--- config.mk ---
export PLATFORM = sky130hd
export DESIGN_NAME = slice_sample_to_voxel_emitter_top
export DESIGN_NICKNAME = d
export VERILOG_FILES = /design/src/ssve_pkg.sv /design/src/slice_sample_to_voxel_emitter_top.sv /design/src/ssve_scan.sv /design/src/ssve_lum.sv
export SDC_FILE = /design/constraint.sdc
export NUM_CORES = 1
export LEC_CHECK = 0
export ABC_AREA = 0
export CORE_AREA = 2 2 188 190
export CTS_BUF_LIST = sky130_fd_sc_hd__clkbuf_8
export DETAILED_ROUTE_END_ITERATION = 16
export DIE_AREA = 0 0 190 192
export DONT_BUFFER_PORTS = 1
export GPL_ROUTABILITY_DRIVEN = 1
export PLACE_DENSITY = 0.8
export SYNTH_ARGS = -nofsm -noshare
export SYNTH_HDL_FRONTEND = slang
export SYNTH_SLANG_ARGS = --single-unit
--- constraint.sdc ---
create_clock -name clk -period 14.55 [get_ports clk]
set_clock_uncertainty 0.05 [all_clocks]
set_input_delay 1.455 -clock clk [delete_from_list [all_inputs] [get_ports clk]]
set_output_delay 1.455 -clock clk [all_outputs]
set_load 0.005 [all_outputs]
--- src/ssve_pkg.sv ---
`timescale 1ns / 1ps
// ----------------------------------------------------------------------------
// ssve_pkg: shared types and constants of the slice sample to voxel emitter
// Field widths, register indexes, register reset values and the config
// bundle that the datapath parts share.
// ----------------------------------------------------------------------------
package ssve_pkg;

  localparam int SAMPLE_W  = 16;
  localparam int DIM_W     = 15;
  localparam int TOTAL_W   = 9;
  localparam int BYTE_W    = 8;
  localparam int MASK_W    = 32;
  localparam int LAYER_W   = 16;
  localparam int POS_W     = 16;
  localparam int RGBA_W    = 32;
  localparam int CFG_IDX_W = 4;
  localparam int PROD_W    = 25;

  // Register indexes
  localparam logic [CFG_IDX_W-1:0] CFG_SPAN_X         = 4'd0;
  localparam logic [CFG_IDX_W-1:0] CFG_SPAN_Y         = 4'd1;
  localparam logic [CFG_IDX_W-1:0] CFG_SLICE_TOTAL    = 4'd2;
  localparam logic [CFG_IDX_W-1:0] CFG_DEPTH_REPEAT   = 4'd3;
  localparam logic [CFG_IDX_W-1:0] CFG_LUM_THRESHOLD  = 4'd4;
  localparam logic [CFG_IDX_W-1:0] CFG_RESCALE_FLOOR  = 4'd5;
  localparam logic [CFG_IDX_W-1:0] CFG_BIT_MASKS      = 4'd6;
  localparam logic [CFG_IDX_W-1:0] CFG_ALPHA_FROM_LUM = 4'd7;

  // Rescale constants: stretch factor base and the product at which the
  // quotient by 255 reaches 256 (256 * 255).
  localparam logic [BYTE_W:0]   RESCALE_BASE = 9'd255;
  localparam logic [PROD_W-1:0] SAT_PRODUCT  = 25'd65280;
  localparam logic [SAMPLE_W-1:0] LUM_SAT    = 16'h00FF;
  localparam logic [BYTE_W-1:0] ALPHA_OPAQUE = 8'hFF;

  typedef struct packed {
    logic [DIM_W-1:0]   span_x;
    logic [DIM_W-1:0]   span_y;
    logic [TOTAL_W-1:0] slice_total;
    logic [BYTE_W-1:0]  depth_repeat;
    logic [BYTE_W-1:0]  lum_threshold;
    logic [BYTE_W-1:0]  rescale_floor;
    logic [MASK_W-1:0]  bit_masks;
    logic               alpha_from_lum;
  } ssve_cfg_t;

  localparam ssve_cfg_t CFG_RESET = '{
    span_x:         15'd256,
    span_y:         15'd256,
    slice_total:    9'd1,
    depth_repeat:   8'd1,
    lum_threshold:  8'd0,
    rescale_floor:  8'd0,
    bit_masks:      32'h0000_00FF,
    alpha_from_lum: 1'b0
  };

endpackage

--- src/slice_sample_to_voxel_emitter_top.sv ---
`timescale 1ns / 1ps
// Pipeline: an accepted request passes two register stages, sample and
//   result, before its voxel shows on the outputs.
// Throughput: one sample per cycle when not stalled, set by the single-pass
//   datapath and the position counters; a stalled result blocks intake once
//   the sample stage behind it is also full.
// Reset: rst_n is synchronous, active low; clears both stage valids, the
//   scan counters, and returns every config register to its default.
// ----------------------------------------------------------------------------
// slice_sample_to_voxel_emitter_top: volume sample to voxel emitter
// Turns a stream of 16-bit volume samples in scan order into gray RGBA
// voxels with centered coordinates, dropping samples at or below the threshold.
// ----------------------------------------------------------------------------
module slice_sample_to_voxel_emitter_top #(
  parameter int COORD_BITS = 16
) (
  input  logic                                 clk,
  input  logic                                 rst_n,
  // configuration write port
  input  logic                                 cfg_we,
  input  logic [ssve_pkg::CFG_IDX_W-1:0]       cfg_index,
  input  logic [ssve_pkg::MASK_W-1:0]          cfg_wdata,
  // sample requests
  input  logic                                 in_valid,
  output logic                                 in_stall,
  input  logic [ssve_pkg::SAMPLE_W-1:0]        in_sample,
  // voxel results
  output logic                                 out_valid,
  input  logic                                 out_stall,
  output logic [ssve_pkg::RGBA_W-1:0]          out_rgba,
  output logic signed [ssve_pkg::POS_W-1:0]    out_pos_x,
  output logic signed [ssve_pkg::POS_W-1:0]    out_pos_y,
  output logic signed [ssve_pkg::POS_W-1:0]    out_pos_z
);
  import ssve_pkg::*;

  ssve_cfg_t cfg_r;

  // scan position of the next request
  logic [DIM_W-1:0]   scan_x, scan_y;
  logic [LAYER_W-1:0] scan_layer;

  // sample stage
  logic                s1_valid_r;
  logic [SAMPLE_W-1:0] s1_sample_r;
  logic [DIM_W-1:0]    s1_x_r, s1_y_r;
  logic [LAYER_W-1:0]  s1_layer_r;

  // result stage
  logic                out_valid_r;
  logic [RGBA_W-1:0]   out_rgba_r;
  logic [POS_W-1:0]    out_pos_x_r, out_pos_y_r, out_pos_z_r;

  logic                in_acc, out_load, hit;
  logic [RGBA_W-1:0]   rgba;
  logic [POS_W-1:0]    diff_x, diff_y, diff_z, z_offset;
  logic [POS_W-1:0]    pos_x, pos_y, pos_z;

  // ---------------------------------------------------------------------------
  // Configuration registers: unknown indexes are dropped.
  // ---------------------------------------------------------------------------
  always_ff @(posedge clk) begin
    if (!rst_n) begin
      cfg_r <= CFG_RESET;
    end else if (cfg_we) begin
      unique case (cfg_index)
        CFG_SPAN_X:         cfg_r.span_x         <= cfg_wdata[DIM_W-1:0];
        CFG_SPAN_Y:         cfg_r.span_y         <= cfg_wdata[DIM_W-1:0];
        CFG_SLICE_TOTAL:    cfg_r.slice_total    <= cfg_wdata[TOTAL_W-1:0];
        CFG_DEPTH_REPEAT:   cfg_r.depth_repeat   <= cfg_wdata[BYTE_W-1:0];
        CFG_LUM_THRESHOLD:  cfg_r.lum_threshold  <= cfg_wdata[BYTE_W-1:0];
        CFG_RESCALE_FLOOR:  cfg_r.rescale_floor  <= cfg_wdata[BYTE_W-1:0];
        CFG_BIT_MASKS:      cfg_r.bit_masks      <= cfg_wdata;
        CFG_ALPHA_FROM_LUM: cfg_r.alpha_from_lum <= cfg_wdata[0];
        default: ;
      endcase
    end
  end

  // ---------------------------------------------------------------------------
  // Handshake: the result register loads whenever it is empty or being
  // taken; the sample stage advances whenever it can hand off or is empty.
  // ---------------------------------------------------------------------------
  assign out_load = !out_valid_r || !out_stall;
  assign in_stall = s1_valid_r && !out_load;
  assign in_acc   = in_valid && !in_stall;

  // Position counters advance on every accepted request, voxel or not.
  ssve_scan u_scan (
    .clk     (clk),
    .rst_n   (rst_n),
    .advance (in_acc),
    .cfg     (cfg_r),
    .x_r     (scan_x),
    .y_r     (scan_y),
    .layer_r (scan_layer)
  );

  // Hold the sample with the position it was taken at.
  always_ff @(posedge clk) begin
    if (!rst_n) begin
      s1_valid_r <= 1'b0;
    end else if (!in_stall) begin
      s1_valid_r <= in_valid;
    end
  end

  always_ff @(posedge clk) begin
    if (in_acc) begin
      s1_sample_r <= in_sample;
      s1_x_r      <= scan_x;
      s1_y_r      <= scan_y;
      s1_layer_r  <= scan_layer;
    end
  end

  ssve_lum u_lum (
    .sample (s1_sample_r),
    .cfg    (cfg_r),
    .hit    (hit),
    .rgba   (rgba)
  );

  // ---------------------------------------------------------------------------
  // Centered coordinates: wrap to COORD_BITS, then sign-extend to the port.
  // ---------------------------------------------------------------------------
  always_comb begin
    z_offset = POS_W'(cfg_r.slice_total[TOTAL_W-1:1]) * POS_W'(cfg_r.depth_repeat);
    diff_x   = POS_W'(s1_x_r) - POS_W'(cfg_r.span_x[DIM_W-1:1]);
    diff_y   = POS_W'(s1_y_r) - POS_W'(cfg_r.span_y[DIM_W-1:1]);
    diff_z   = POS_W'(s1_layer_r) - z_offset;
    pos_x    = POS_W'($signed(diff_x[COORD_BITS-1:0]));
    pos_y    = POS_W'($signed(diff_y[COORD_BITS-1:0]));
    pos_z    = POS_W'($signed(diff_z[COORD_BITS-1:0]));
  end

  // Result register: load a voxel only when the luminance passes; drop
  // the rest as the sample stage drains.
  always_ff @(posedge clk) begin
    if (!rst_n) begin
      out_valid_r <= 1'b0;
    end else if (out_load) begin
      out_valid_r <= s1_valid_r && hit;
    end
  end

  always_ff @(posedge clk) begin
    if (out_load && s1_valid_r && hit) begin
      out_rgba_r  <= rgba;
      out_pos_x_r <= pos_x;
      out_pos_y_r <= pos_y;
      out_pos_z_r <= pos_z;
    end
  end

  assign out_valid = out_valid_r;
  assign out_rgba  = out_rgba_r;
  assign out_pos_x = out_pos_x_r;
  assign out_pos_y = out_pos_y_r;
  assign out_pos_z = out_pos_z_r;

endmodule

--- src/ssve_scan.sv ---
`timescale 1ns / 1ps
// ----------------------------------------------------------------------------
// ssve_scan: scan position counters
// Tracks y (innermost), x and layer index; advances once per request.
// ----------------------------------------------------------------------------
module ssve_scan (
  input  logic                             clk,
  input  logic                             rst_n,
  input  logic                             advance,
  input  ssve_pkg::ssve_cfg_t              cfg,
  output logic [ssve_pkg::DIM_W-1:0]       x_r,
  output logic [ssve_pkg::DIM_W-1:0]       y_r,
  output logic [ssve_pkg::LAYER_W-1:0]     layer_r
);
  import ssve_pkg::*;

  logic [DIM_W-1:0]   x_nxt, y_nxt, x_inc, y_inc;
  logic [LAYER_W-1:0] layer_nxt, layer_inc;
  logic [LAYER_W:0]   layer_limit;

  assign layer_limit = (LAYER_W+1)'(cfg.slice_total) * (LAYER_W+1)'(cfg.depth_repeat);

  always_comb begin
    y_inc     = y_r + 1'b1;
    x_inc     = x_r + 1'b1;
    layer_inc = layer_r + 1'b1;
    x_nxt     = x_r;
    y_nxt     = y_inc;
    layer_nxt = layer_r;
    // A limit that is zero or already passed returns the counter to 0 at once.
    if (y_inc >= cfg.span_y) begin
      y_nxt = '0;
      x_nxt = x_inc;
      if (x_inc >= cfg.span_x) begin
        x_nxt     = '0;
        layer_nxt = layer_inc;
        if ({1'b0, layer_inc} >= layer_limit) begin
          layer_nxt = '0;
        end
      end
    end
  end

  always_ff @(posedge clk) begin
    if (!rst_n) begin
      x_r     <= '0;
      y_r     <= '0;
      layer_r <= '0;
    end else if (advance) begin
      x_r     <= x_nxt;
      y_r     <= y_nxt;
      layer_r <= layer_nxt;
    end
  end

endmodule

--- src/ssve_lum.sv ---
`timescale 1ns / 1ps
// ----------------------------------------------------------------------------
// ssve_lum: luminance, rescale and color
// Masks the sample, applies the optional floor/stretch, compares against
// the threshold and builds the gray RGBA word.
// ----------------------------------------------------------------------------
module ssve_lum (
  input  logic [ssve_pkg::SAMPLE_W-1:0]  sample,
  input  ssve_pkg::ssve_cfg_t            cfg,
  output logic                           hit,
  output logic [ssve_pkg::RGBA_W-1:0]    rgba
);
  import ssve_pkg::*;

  logic [SAMPLE_W-1:0] lum_raw, lum_sub, lum_fin;
  logic [BYTE_W:0]     factor;
  logic [PROD_W-1:0]   prod;
  logic [SAMPLE_W:0]   quot_sum;
  logic                sat;

  always_comb begin
    lum_raw = ((sample & cfg.bit_masks[15:0]) ^ cfg.bit_masks[31:16]) << 4;
    lum_sub = (lum_raw < SAMPLE_W'(cfg.rescale_floor)) ? '0
            : lum_raw - SAMPLE_W'(cfg.rescale_floor);
    factor  = RESCALE_BASE + (BYTE_W+1)'(cfg.rescale_floor);
    prod    = PROD_W'(lum_sub) * PROD_W'(factor);
    sat     = (prod >= SAT_PRODUCT);
    // Exact floor(p / 255) for p below 65535: (p + (p >> 8) + 1) >> 8.
    quot_sum = (SAMPLE_W+1)'(prod[15:0]) + (SAMPLE_W+1)'(prod[15:8]) + 1'b1;
    if (cfg.rescale_floor == '0) begin
      lum_fin = lum_raw;
    end else if (sat) begin
      lum_fin = LUM_SAT;
    end else begin
      lum_fin = SAMPLE_W'(quot_sum[15:8]);
    end

    hit  = lum_fin > SAMPLE_W'(cfg.lum_threshold);
    rgba = RGBA_W'(ALPHA_OPAQUE) | (RGBA_W'(lum_fin) << 8)
         | (RGBA_W'(lum_fin) << 16) | (RGBA_W'(lum_fin) << 24);
    if (cfg.alpha_from_lum) begin
      rgba[7:0] = lum_fin[7:0];
    end
  end

endmodule

==> impl_metrics.csv <==
group,metric,value,unit
hold_path,min_to,"cfg_r[12]$_SDFFE_PN0P_",
routing,totalWireLength,53.3,mm
sta,slew_viol_final,0,
power,p_per_area,226,mW/mm^2
floorplanning,rows,68,
sta,post-route-min-period,12.41,ns
synth,synth_top_family_by_area,"adder cells",
synth,synth_fa_ha_area_share,28.6,%
power,ir_drop,0.00110,V
routing,drc,0,
finish,nFillCells,2577,
floorplanning,initial_utilization,64.6,%
sta,relSlewSlack,16.4,%
routing,avgViaCountPerCell,5.91,
sta,min_period_over_period,85.3,%
clocking,post_cts_buffers,0,
grt,overflow,0,
setup_path,crit_buf_inv,4,
synth,ys_seq_elements,266,
sta,tns,0,ns
setup_path,slowest_stage,"buf_4",
place,portBuffers,0,
routing,wl_per_cell,18.7,um
synth,synth-simple-area-share,16.6,%
clocking,holdBufCountCts,0,
clocking,cts-root-buf,"clkbuf_8",
synth,synth_edf_count,130,
clocking,cts_buffer_depth,3,
clocking,numClockSinks,266,
clocking,htree_levels,2,
place,detailed_place_hpwl,41.0,mm
sta,fmax,80.6,MHz
setup_path,worst-path-max-fanout,56,
sta,rsz0062_at_grt,"no",
floorplanning,die_h,192,um
grt,track_usage,29.7,%
power,power,5.30,mW
setup_path,regToRegEndpoint,"out_rgba[5]$_SDFFCE_PN1P_",
clocking,cts_resized,0,
setup_path,crit_family,"adder cells",
synth,yosysSeqAreaShare,29.9,%
run_status,status,"finished, final reports clean",
routing,initialDrtViolationCount,1329,
setup_path,cpPeakStageDelay,0.77,ns
grt,antenna_found_initial,5,
synth,synthCells,2378,
synth,synthFlopType,"dfxtp_1",
routing,dr.pass1.iters,6,
floorplanning,chipWidth,190,um
synth,synth_cell_types,91,
finish,layout-drive-gt1-share,5.60,%
finish,final-seq-area,0.00663,mm^2
place,gp_congestion,0.937,
setup_path,arrival,12.57,ns
setup_path,r2r_setup_slack,2.14,ns
synth,syn_area,0.0221,mm^2
clocking,path_clk_slew,0.06,ns
synth,synth_mux_area_share,2.45,%
routing,antenna_left,0,
setup_path,cp_num_cells,40,
synth,yosysWarnings,0,
clocking,cts_buffers,45,
grt,grt_max_degree,109,
grt,grt_first_pass_wirelength,86.1,mm
sta,finalSetupViolCount,0,
clocking,insertion_delay,0.60,ns
setup_path,cp.required,14.72,ns
synth,syn_avg_cell_area,9.31,um^2
finish,syn_to_final_growth,5.78,%
setup_path,endpoint_kind,"flip-flop",
hold_path,hp-class,"flip-flop to flip-flop",
sta,hold_violations,0,
setup_path,r2r-start,"cfg_r[33]$_SDFFE_PN0P_",
synth,synthArstFlopShare,0,%
grt,grt_pass1_vias,17200,
setup_path,reg2reg_depth,40,
floorplanning,io_pins,139,
finish,multi_input_area,0.0140,mm^2
finish,layout.nets,2815,
finish,final_util,68.3,%
power,leakagePower,10.9,nW
setup_path,crit_path_start_kind,"flip-flop",
floorplanning,die_area,0.0365,mm^2
synth,synth_compound_gate_area_share,9.96,%
routing,vias,16900,
clocking,cts_tree,"done",
synth,synth_xor_area_share,5.65,%
hold_path,holdPathStages,2,
hold_path,min-delay-start,"cfg_r[12]$_SDFFE_PN0P_",
sta,worst_pin_slew,1.25,ns
setup_path,crit_type,"flip-flop to flip-flop",
flow_run,maxCapViolCount,0,
floorplanning,core_area,0.0343,mm^2
## worst max path at each step
stage                                start                   endpoint  slack (ns)
finish              cfg_r[33]$_SDFFE_PN0P_  out_rgba[5]$_SDFFCE_PN1P_        2.14
global route        cfg_r[33]$_SDFFE_PN0P_     out_rgba[29]$_DFFE_PP_        1.41
CTS                 cfg_r[33]$_SDFFE_PN0P_  out_rgba[5]$_SDFFCE_PN1P_        2.17
detailed placement  cfg_r[33]$_SDFFE_PN0P_  out_rgba[5]$_SDFFCE_PN1P_        2.22
global placement    cfg_r[33]$_SDFFE_PN0P_     out_rgba[28]$_DFFE_PP_        2.47
floorplan           cfg_r[33]$_SDFFE_PN0P_     out_pos_x[0]$_DFFE_PP_        1.94
## Yosys cell counts, types with 27 or more instances
cell type,instances,share of area [%]
a21o_1,32,1.1
a21oi_1,121,2.7
and3_1,27,0.76
clkbuf_1,63,1.1
dfxtp_1,136,12
edfxtp_1,130,18
fa_1,179,16
ha_1,220,12
inv_1,306,5.2
mux2i_1,53,2.4
nand2_1,234,4.0
nand3_1,69,1.6
nor2_1,246,4.2
nor3_1,38,0.86
o21ai_0,75,1.7
xnor2_1,75,3.0
xor2_1,64,2.5
## registers in the layout, summed over array words and instances, names as in the netlist
| name | flops |
|---|---|
| out_pos_y | 16 |
| u_scan.layer_r | 16 |
| cfg_r | 88 |
| s1_sample_r | 12 |
| out_rgba | 24 |
| s1_layer_r | 16 |
| s1_x_r | 15 |
| out_pos_x | 16 |
| s1_y_r | 15 |
| u_scan.x_r | 15 |
| u_scan.y_r | 15 |
| out_pos_z | 16 |
| s1_valid_r | 1 |
| out_valid | 1 |
## power breakdown
part	total, mW	internal (mW)	switching [mW]
Sequential	0.839	0.821	0.0182
Combinational	3.77	1.40	2.37
Clock	0.694	0.376	0.318
Total	5.30	2.60	2.71
## worst reg2reg max path: cells and delay by family, from the launching register on
family / cells / cell delay [ns]
AOI/OAI and AO/OA: 15 / 3.32
adders and majority gates: 8 / 3.38
and+or+nand+nor: 11 / 3.05
DFF: 1 / 0.73
xor gates and xnor gates: 2 / 0.32
buffers and inverters: 4 / 1.17
## per-layer routing
layer | global-route usage (%) | vias to the layer above | part of all wire, %
met5 | 0 | - | 0.015
met3 | 5.50 | 146 | 7.6
li1 | - | 7885 | -
met2 | 50.6 | 672 | 48
met1 | 37.5 | 8158 | 40
met4 | 12.2 | 2 | 3.6
## cell usage in the layout (no fill, tap or decap), types with 14 or more instances in the layout
| cell type | count |
|---|---|
| a21oi_1 | 120 |
| o21ai_0 | 75 |
| and2_1 | 25 |
| nor2b_1 | 20 |
| clkbuf_8 | 51 |
| nand3b_1 | 18 |
| inv_1 | 325 |
| edfxtp_1 | 130 |
| fa_1 | 179 |
| or2_2 | 20 |
| ha_1 | 220 |
| nand2_1 | 234 |
| xnor2_1 | 75 |
| xor2_1 | 64 |
| a31oi_1 | 21 |
| nor2_1 | 246 |
| and3_1 | 27 |
| nand3_1 | 69 |
| buf_4 | 14 |
| o21a_1 | 17 |
| nor3_1 | 38 |
| mux2i_1 | 53 |
| a21o_1 | 32 |
| dfxtp_1 | 136 |
## kinds of logic (layout without fill, tap and decap cells)
family | Yosys count | after routing
xor+xnor | 141 | 141
fa+ha+maj | 399 | 399
compound gates | 352 | 352
buf+inv | 389 | 404
other cells | 1 | 6
flops | 266 | 266
simple gates | 776 | 776
mux | 54 | 54
## layout make-up
| cell class | count | share of cell area (%) |
|---|---|---|
| sequential | 266 | 28.3 |
| tap | 455 | 2.43 |
| clock buffer | 51 | 3.00 |
| clock inverter | 31 | 0.940 |
| antenna | 4 | 0.0427 |
| timing repair buffer | 14 | 0.449 |
| inverter | 308 | 4.94 |
| multi-input combinational | 1724 | 59.9 |
## metrics by stage
stage,hold slack [ns],instance area [um^2],worst slack (ns),instances
final,0.409,23400,2.14,2853
after global routing,0.433,23400,1.41,2850
after CTS,0.410,23400,2.17,2849
after detailed placement,0.402,22500,2.22,2767
after global placement,0.392,22500,2.47,2767
after floorplan,0.386,22100,1.94,2379
Power figures use the tool's default switching activity.
